==> config.mk <==
export PLATFORM = sky130hd
export DESIGN_NAME = lcs_unmatched_count
export DESIGN_NICKNAME = d
export VERILOG_FILES = /design/src/hdl/lcsuc_pkg.sv /design/src/hdl/lcsuc_cell.sv /design/src/hdl/lcs_unmatched_count.sv
export SDC_FILE = /design/constraint.sdc
export NUM_CORES = 2
export LEC_CHECK = 0
export BUFFER_PORTS_ARGS = -buffer_cell sky130_fd_sc_hd__buf_2
export CORE_MARGIN = 10
export CORE_UTILIZATION = 60
export DETAILED_ROUTE_END_ITERATION = 8
export PLACE_DENSITY = 0.76
export SETUP_SLACK_MARGIN = 0.4
export SYNTH_ARGS = -nofsm -noshare
export SYNTH_HDL_FRONTEND = slang
export SYNTH_SLANG_ARGS = --single-unit
==> constraint.sdc <==
create_clock -name clk_i -period 10.42 [get_ports clk_i]
set_input_delay 1.042 -clock clk_i [delete_from_list [all_inputs] [get_ports clk_i]]
set_output_delay 1.042 -clock clk_i [all_outputs]
set_load 0.005 [all_outputs]
==> src/hdl/lcsuc_pkg.sv <==
// ---------------------------------------------------------------------------
// lcsuc_pkg
// Shared types and constants for the LCS unmatched-count block.
// ---------------------------------------------------------------------------
package lcsuc_pkg;

  localparam int unsigned MaxLenDefault = 64;
  localparam int unsigned CharW         = 8;
  localparam int unsigned CmdW          = 2;
  localparam int unsigned OutW          = 7;

  typedef enum logic [CmdW-1:0] {
    CMD_CLEAR      = 2'd0,
    CMD_APP_TYPED  = 2'd1,
    CMD_APP_TARGET = 2'd2,
    CMD_COMPUTE    = 2'd3
  } cmd_e;

  typedef enum logic [1:0] {
    ST_IDLE,
    ST_ROW,
    ST_CELL,
    ST_DONE
  } state_e;

endpackage

==> src/hdl/lcsuc_cell.sv <==
// ---------------------------------------------------------------------------
// lcsuc_cell
// One LCS dynamic-programming cell: match gives diagonal plus one, otherwise
// the larger of the above and left scores.
// ---------------------------------------------------------------------------
module lcsuc_cell #(
  parameter int unsigned LW = 7
) (
  input  logic [lcsuc_pkg::CharW-1:0] typed_char_i,
  input  logic [lcsuc_pkg::CharW-1:0] target_char_i,
  input  logic                        first_row_i,
  input  logic [LW-1:0]               above_raw_i,
  input  logic [LW-1:0]               left_i,
  input  logic [LW-1:0]               diag_i,
  output logic [LW-1:0]               above_o,
  output logic [LW-1:0]               val_o
);

  // the score row is never cleared: the first row sees zeros above
  assign above_o = first_row_i ? '0 : above_raw_i;

  always_comb begin
    if (typed_char_i == target_char_i) begin
      val_o = diag_i + LW'(1);
    end else if (above_o > left_i) begin
      val_o = above_o;
    end else begin
      val_o = left_i;
    end
  end

endmodule

==> src/hdl/lcs_unmatched_count.sv <==
// ---------------------------------------------------------------------------
// lcs_unmatched_count
// Longest common subsequence length of a typed and a target word, and the
// count of typed characters left unmatched.
// ---------------------------------------------------------------------------
// Clear and append commands never raise in_stall_o. A compute command keeps
// in_stall_o high until its result is moved to the output register (straight
// through ST_DONE when either word is empty), which waits while an earlier
// result is still held at the output: a single DP cell walks the score row one
// entry per cycle through the row memory, with an ST_ROW step per target row
// to fetch the target character. The result waits in an output register, so
// loads for the next word pair are taken while it is still stalled.
module lcs_unmatched_count #(
  parameter int unsigned MAX_LEN = lcsuc_pkg::MaxLenDefault
) (
  input  logic                        clk_i,
  input  logic                        rst_ni,
  input  logic                        in_valid_i,
  output logic                        in_stall_o,
  input  logic [lcsuc_pkg::CmdW-1:0]  command_i,
  input  logic [lcsuc_pkg::CharW-1:0] char_code_i,
  output logic                        out_valid_o,
  input  logic                        out_stall_i,
  output logic [lcsuc_pkg::OutW-1:0]  common_length_o,
  output logic [lcsuc_pkg::OutW-1:0]  unmatched_count_o,
  output logic                        overflowed_o
);

  localparam int unsigned AW = (MAX_LEN > 1) ? $clog2(MAX_LEN) : 1;
  localparam int unsigned LW = $clog2(MAX_LEN + 1);
  localparam int unsigned CW = lcsuc_pkg::CharW;

  lcsuc_pkg::state_e state_q, state_d;

  logic [LW-1:0] typed_len_q, typed_len_d;
  logic [LW-1:0] target_len_q, target_len_d;
  logic          dropped_q, dropped_d;
  logic [AW-1:0] row_q, row_d;
  logic [LW-1:0] col_q, col_d;
  logic [LW-1:0] left_q, left_d;
  logic [LW-1:0] diag_q, diag_d;
  logic          first_row_q, first_row_d;
  logic [LW-1:0] common_q, common_d;

  logic                              out_valid_q, out_valid_d;
  logic [lcsuc_pkg::OutW-1:0]        common_out_q, common_out_d;
  logic [lcsuc_pkg::OutW-1:0]        unmatched_q, unmatched_d;
  logic                              ovf_q, ovf_d;

  // memories
  logic [CW-1:0] typed_mem  [MAX_LEN];
  logic [CW-1:0] target_mem [MAX_LEN];
  logic [LW-1:0] score_mem  [MAX_LEN+1];

  logic          typed_we, target_we, score_we, target_re;
  logic [AW-1:0] typed_waddr, target_waddr, typed_raddr, target_raddr;
  logic [LW-1:0] score_waddr, score_raddr, score_wdata;
  logic [CW-1:0] typed_rd_q, target_rd_q;
  logic [LW-1:0] score_rd_q;

  logic [LW-1:0] above, cell_val;
  logic          in_xfer;

  lcsuc_cell #(.LW(LW)) u_cell (
    .typed_char_i  (typed_rd_q),
    .target_char_i (target_rd_q),
    .first_row_i   (first_row_q),
    .above_raw_i   (score_rd_q),
    .left_i        (left_q),
    .diag_i        (diag_q),
    .above_o       (above),
    .val_o         (cell_val)
  );

  assign in_stall_o = (state_q != lcsuc_pkg::ST_IDLE);
  assign in_xfer    = in_valid_i && !in_stall_o;

  always_ff @(posedge clk_i) begin
    if (typed_we) begin
      typed_mem[typed_waddr] <= char_code_i;
    end
    if (target_we) begin
      target_mem[target_waddr] <= char_code_i;
    end
    if (score_we) begin
      score_mem[score_waddr] <= score_wdata;
    end
    typed_rd_q <= typed_mem[typed_raddr];
    score_rd_q <= score_mem[score_raddr];
    if (target_re) begin
      target_rd_q <= target_mem[target_raddr];
    end
  end

  always_comb begin
    state_d      = state_q;
    typed_len_d  = typed_len_q;
    target_len_d = target_len_q;
    dropped_d    = dropped_q;
    row_d        = row_q;
    col_d        = col_q;
    left_d       = left_q;
    diag_d       = diag_q;
    first_row_d  = first_row_q;
    common_d     = common_q;
    out_valid_d  = out_valid_q && out_stall_i;
    common_out_d = common_out_q;
    unmatched_d  = unmatched_q;
    ovf_d        = ovf_q;

    typed_we     = 1'b0;
    target_we    = 1'b0;
    score_we     = 1'b0;
    target_re    = 1'b0;
    typed_waddr  = typed_len_q[AW-1:0];
    target_waddr = target_len_q[AW-1:0];
    typed_raddr  = col_q[AW-1:0];
    target_raddr = row_q;
    score_waddr  = col_q;
    score_raddr  = col_q + LW'(1);
    score_wdata  = cell_val;

    case (state_q)
      lcsuc_pkg::ST_IDLE: begin
        if (in_xfer) begin
          case (lcsuc_pkg::cmd_e'(command_i))
            lcsuc_pkg::CMD_CLEAR: begin
              typed_len_d  = '0;
              target_len_d = '0;
              dropped_d    = 1'b0;
            end
            lcsuc_pkg::CMD_APP_TYPED: begin
              if (typed_len_q < LW'(MAX_LEN)) begin
                typed_we    = 1'b1;
                typed_len_d = typed_len_q + LW'(1);
              end else begin
                dropped_d = 1'b1;
              end
            end
            lcsuc_pkg::CMD_APP_TARGET: begin
              if (target_len_q < LW'(MAX_LEN)) begin
                target_we    = 1'b1;
                target_len_d = target_len_q + LW'(1);
              end else begin
                dropped_d = 1'b1;
              end
            end
            lcsuc_pkg::CMD_COMPUTE: begin
              row_d       = '0;
              first_row_d = 1'b1;
              common_d    = '0;
              if ((typed_len_q == '0) || (target_len_q == '0)) begin
                state_d = lcsuc_pkg::ST_DONE;
              end else begin
                state_d = lcsuc_pkg::ST_ROW;
              end
            end
            default: ;
          endcase
        end
      end
      lcsuc_pkg::ST_ROW: begin
        // fetch target char, first typed char and score entry 1
        target_re   = 1'b1;
        typed_raddr = '0;
        score_raddr = LW'(1);
        left_d      = '0;
        diag_d      = '0;
        col_d       = LW'(1);
        state_d     = lcsuc_pkg::ST_CELL;
      end
      lcsuc_pkg::ST_CELL: begin
        score_we = 1'b1;
        left_d   = cell_val;
        diag_d   = above;
        if (col_q == typed_len_q) begin
          if ((LW'(row_q) + LW'(1)) == target_len_q) begin
            common_d = cell_val;
            state_d  = lcsuc_pkg::ST_DONE;
          end else begin
            row_d       = row_q + AW'(1);
            first_row_d = 1'b0;
            state_d     = lcsuc_pkg::ST_ROW;
          end
        end else begin
          col_d = col_q + LW'(1);
        end
      end
      lcsuc_pkg::ST_DONE: begin
        if (!out_valid_q || !out_stall_i) begin
          out_valid_d  = 1'b1;
          common_out_d = lcsuc_pkg::OutW'(common_q);
          unmatched_d  = lcsuc_pkg::OutW'(typed_len_q - common_q);
          ovf_d        = dropped_q;
          state_d      = lcsuc_pkg::ST_IDLE;
        end
      end
      default: begin
        state_d = lcsuc_pkg::ST_IDLE;
      end
    endcase
  end

  always_ff @(posedge clk_i or negedge rst_ni) begin
    if (!rst_ni) begin
      state_q      <= lcsuc_pkg::ST_IDLE;
      typed_len_q  <= '0;
      target_len_q <= '0;
      dropped_q    <= 1'b0;
      out_valid_q  <= 1'b0;
    end else begin
      state_q      <= state_d;
      typed_len_q  <= typed_len_d;
      target_len_q <= target_len_d;
      dropped_q    <= dropped_d;
      out_valid_q  <= out_valid_d;
    end
  end

  always_ff @(posedge clk_i) begin
    row_q        <= row_d;
    col_q        <= col_d;
    left_q       <= left_d;
    diag_q       <= diag_d;
    first_row_q  <= first_row_d;
    common_q     <= common_d;
    common_out_q <= common_out_d;
    unmatched_q  <= unmatched_d;
    ovf_q        <= ovf_d;
  end

  assign out_valid_o       = out_valid_q;
  assign common_length_o   = common_out_q;
  assign unmatched_count_o = unmatched_q;
  assign overflowed_o      = ovf_q;

endmodule

==> metrics.txt <==
# TYPE chip_impl_metric gauge
chip_impl_metric{name="period_minus_slack",unit="ns"} 4.74
chip_impl_metric{name="rows",unit=""} 118
chip_impl_metric{name="core_region_area",unit="µm²"} 104000
chip_impl_metric{name="place.detailed.instances",unit=""} 4717
chip_impl_metric{name="seq_total_area_yosys",unit=""} 0.746
chip_impl_info{name="endpoint_kind",value="register"} 1
chip_impl_metric{name="setup_total_negative_slack",unit="ns"} 0
chip_impl_metric{name="postRouteWirelength",unit="µm"} 154000
chip_impl_metric{name="worstPathMaxFanout",unit=""} 51
chip_impl_metric{name="setup_violations",unit=""} 0
chip_impl_metric{name="cts_hold_repair.buffers",unit=""} 0
chip_impl_metric{name="grt_start_max_net_pins",unit=""} 159
chip_impl_metric{name="clock-sinks",unit=""} 1570
chip_impl_info{name="timing.critical_path.from_type",value="register"} 1
chip_impl_metric{name="grt_first_pass_wirelength",unit="µm"} 228000
chip_impl_metric{name="antenna_found_initial",unit=""} 2
chip_impl_metric{name="globalplace.congestion",unit=""} 0.901
chip_impl_metric{name="syn_inst",unit=""} 3467
chip_impl_metric{name="synth_seq_cells",unit=""} 1570
chip_impl_metric{name="leakage",unit="nW"} 22.0
chip_impl_metric{name="first_global_vias",unit=""} 33800
chip_impl_metric{name="layout-drive-gt1-share",unit=""} 0.174
chip_impl_metric{name="cts_inserted_buffers",unit=""} 152
chip_impl_metric{name="timing.max_cap.violations",unit=""} 0
chip_impl_info{name="root_buffer",value="clkbuf_16"} 1
chip_impl_metric{name="final_min_period_over_clock_period",unit=""} 0.455
chip_impl_info{name="run_status",value="complete, no violations"} 1
chip_impl_metric{name="final_instance_count_excl_fillers",unit=""} 4993
chip_impl_metric{name="synthesis.area",unit="µm²"} 62900
chip_impl_metric{name="ant_nets",unit=""} 0
chip_impl_metric{name="ir_drop",unit="mV"} 0.311
chip_impl_info{name="tritoncts",value="done"} 1
chip_impl_info{name="dominantRegCellSynth",value="edfxtp_1"} 1
chip_impl_metric{name="crit_arrival",unit="ns"} 5.36
chip_impl_metric{name="effective_utilization_at_floorplan",unit=""} 0.606
chip_impl_metric{name="die_x",unit="µm"} 344
chip_impl_metric{name="max_freq",unit="MHz"} 211
chip_impl_metric{name="die_area",unit="µm²"} 118000
chip_impl_metric{name="synth_enable_flop_cells",unit=""} 1537
chip_impl_info{name="rsz0062_at_grt",value="false"} 1
chip_impl_metric{name="synth-async-reset-ratio",unit=""} 0.0115
chip_impl_metric{name="dr_total_vias",unit=""} 34518
chip_impl_metric{name="clockBufferDepth",unit=""} 3
chip_impl_metric{name="timing.clock.skew",unit="ns"} 0.0296
chip_impl_metric{name="drv_slew",unit=""} 0
chip_impl_metric{name="dp_hpwl",unit="µm"} 92600
chip_impl_metric{name="syn_nets",unit=""} 3511
chip_impl_metric{name="ys_warn_count",unit=""} 0
chip_impl_metric{name="finalHoldViolCount",unit=""} 0
chip_impl_metric{name="worst_relative_slew_slack",unit=""} 0.0380
chip_impl_metric{name="cts_clk_pin_slew_worst_paths",unit="ns"} 0.06
chip_impl_metric{name="timing.critical_path.slowest_cell_delay",unit="ns"} 0.82
chip_impl_info{name="path_common_cell",value="buf_4"} 1
chip_impl_metric{name="routed_via_density",unit=""} 6.91
chip_impl_metric{name="critical_path_required",unit="ns"} 11.04
chip_impl_metric{name="power-per-cell-area",unit="nW/µm²"} 289
chip_impl_metric{name="die_h",unit="µm"} 344
chip_impl_metric{name="max_slew.worst_pin.slew",unit="ns"} 1.43
chip_impl_metric{name="ctsResizeCount",unit=""} 0
chip_impl_metric{name="timing.critical_path.buf_inv",unit=""} 3
chip_impl_info{name="critPathKind",value="register to register"} 1
chip_impl_metric{name="detail_route.first_pass.iterations",unit=""} 6
chip_impl_metric{name="ys_types",unit=""} 76
chip_impl_info{name="crit_path_cell_trace",value="buf_4 > buf_4 > nor2b_4 > buf_4 > nand2b_1 > o221ai_1 > o211ai_1 > nand4_1 > o22ai_1"} 1
chip_impl_info{name="worst_hold_path_type",value="primary input to async pin"} 1
chip_impl_metric{name="h-tree-depth",unit=""} 4
chip_impl_metric{name="wire_per_inst",unit="µm"} 30.8
chip_impl_metric{name="syn_to_layout_area_delta",unit="%"} 10.1
chip_impl_metric{name="port_buffers",unit=""} 30
chip_impl_metric{name="globalRouteOverflowTotal",unit=""} 0
chip_impl_metric{name="drt-initial-drc-count",unit=""} 4792
chip_impl_metric{name="layout.nets",unit=""} 3535
chip_impl_info{name="timing.critical_path.slowest_stage_cell",value="nand2b_1"} 1
chip_impl_info{name="critPathTopFamily",value="buffers and inverters"} 1
chip_impl_metric{name="detail_route.drc_violations",unit=""} 0
chip_impl_metric{name="avgSynthCellArea",unit="µm²"} 18.1
chip_impl_metric{name="global_route.usage.total",unit=""} 0.261
chip_impl_metric{name="boundaryPins",unit=""} 31
chip_impl_metric{name="insertion_delay",unit="ns"} 0.77
chip_impl_metric{name="postCtsSetupRepairBufs",unit=""} 0
==> flip-flops by register name (all words and copies together) (netlist names) <==
| register | count |
|---|---|
| typed_rd_q | 8 |
| overflowed_o | 1 |
| unmatched_count_o | 7 |
| typed_mem | 512 |
| diag_q | 7 |
| dropped_q | 1 |
| score_mem | 455 |
| state_q | 2 |
| common_q | 7 |
| target_rd_q | 8 |
| common_length_o | 7 |
| col_q | 7 |
| left_q | 7 |
| first_row_q | 1 |
| target_mem | 512 |
| typed_len_q | 7 |
| out_valid_o | 1 |
| row_q | 6 |
| target_len_q | 7 |
| score_rd_q | 7 |
==> area by class of cell <==
cell class                      instances  area (µm²)
Antenna cell                            2        5.00
Clock buffer                          187        4060
Clock inverter                         87         737
Fill cell                            6509       34600
Inverter                               65         244
Multi-Input combinational cell       1622       15000
Sequential cell                      1570       46900
Tap cell                             1380        1730
Timing Repair Buffer                   80         583
==> cell usage after synthesis (15+ instances only) <==
library cell	instances	area, µm²
dfxtp_1	15	300
edfxtp_1	1537	46200
a31oi_1	31	194
a221oi_1	41	359
o22ai_1	48	300
mux2i_1	108	1080
dfrtp_1	18	450
nor2b_1	30	188
a211oi_1	28	210
clkbuf_1	107	402
inv_1	62	233
nor2_1	281	1050
a22oi_1	17	128
xor2_1	22	193
nand3_1	41	205
mux2_2	30	338
nand2b_1	27	169
buf_2	68	340
o221ai_1	77	674
a2bb2oi_1	18	158
o21ai_0	43	215
xnor2_1	25	219
or2_2	20	125
nand2_1	150	563
ha_1	29	363
buf_1	21	78.8
mux4_2	263	5920
o211ai_1	58	435
nor3_1	17	85.1
a21oi_1	56	280
==> cells by family after synthesis <==
| logic type | synth area share |
|---|---|
| flip-flops | 0.746 |
| XOR/XNOR | 0.00727 |
| AO/OA/AOI/OAI | 0.0589 |
| AND/OR/NAND/NOR | 0.0455 |
| multiplexers | 0.117 |
| buffers and inverters | 0.0190 |
| adder cells (fa/ha/maj) | 0.00609 |
==> layout by cell type (no fill, tap or decap), types with 20 or more instances in the layout <==
master and n:
edfxtp_1 1537, nand2b_1 26, nand2_1 149, ha_1 27, o22ai_1 48, a21oi_1 56
o21ai_0 43, clkbuf_1 29, xor2_1 21, clkinv_2 25, mux4_2 263, mux2_2 30
nor2b_1 27, buf_4 55, clkinv_1 38, a31oi_1 24, xnor2_1 22, or2_2 20
clkbuf_16 158, a211oi_1 28, nand3_1 41, o211ai_1 58, o221ai_1 77, mux2i_1 108
buf_2 22, a221oi_1 41, inv_1 62, nor2_1 281
==> power breakdown <==
part	internal (mW)	switching, mW	total [mW]	leakage (nW)
clock	3.03	2.32	5.34	2.34
combinational	2.32	4.39	6.71	5.44
sequential	7.75	0.212	7.96	14.3
==> metal layers <==
metal  up-vias  GRT usage  part of all wire
li1      14108          -                 -
met1     17656      0.375              0.39
met2      2373      0.393              0.46
met3       379     0.0645              0.12
met4         2     0.0872             0.034
met5         -          0          0.000085
==> metrics by stage <==
| stage | power, mW | worst slack [ns] | cell area, µm² | util | hold slack (ns) |
|---|---|---|---|---|---|
| 4_1_cts | 19.9 | 5.75 | 69200 | 0.667 | 0.230 |
| 3_3_place_gp | 14.5 | 5.90 | 64400 | 0.621 | 0.462 |
| 2_1_floorplan | 12.3 | 6.03 | 62900 | - | 0.421 |
| 6_report | 20.0 | 5.68 | 69200 | 0.667 | 0.257 |
| 3_5_place_dp | 14.6 | 5.86 | 64400 | 0.621 | 0.461 |
| 5_1_grt | 20.6 | 5.49 | 69200 | 0.667 | 0.262 |
==> worst paths after layout <==
check / start / endpoint / slack [ns] / cells past startpoint
worst min-delay path: rst_ni / out_valid_o / 0.26 / 1
min in group clk_i: score_mem[64][3] / score_rd_q[3] / 0.49 / 2
worst min register to register: score_mem[64][3] / score_rd_q[3] / 0.49 / 2
worst max-delay path: col_q[0] / typed_rd_q[7] / 5.68 / 9
max in group asynchronous: rst_ni / typed_len_q[5] / 9.78 / 1
worst max register to register: col_q[0] / typed_rd_q[7] / 5.68 / 9
No activity file was read; power rests on OpenSTA's default activity.
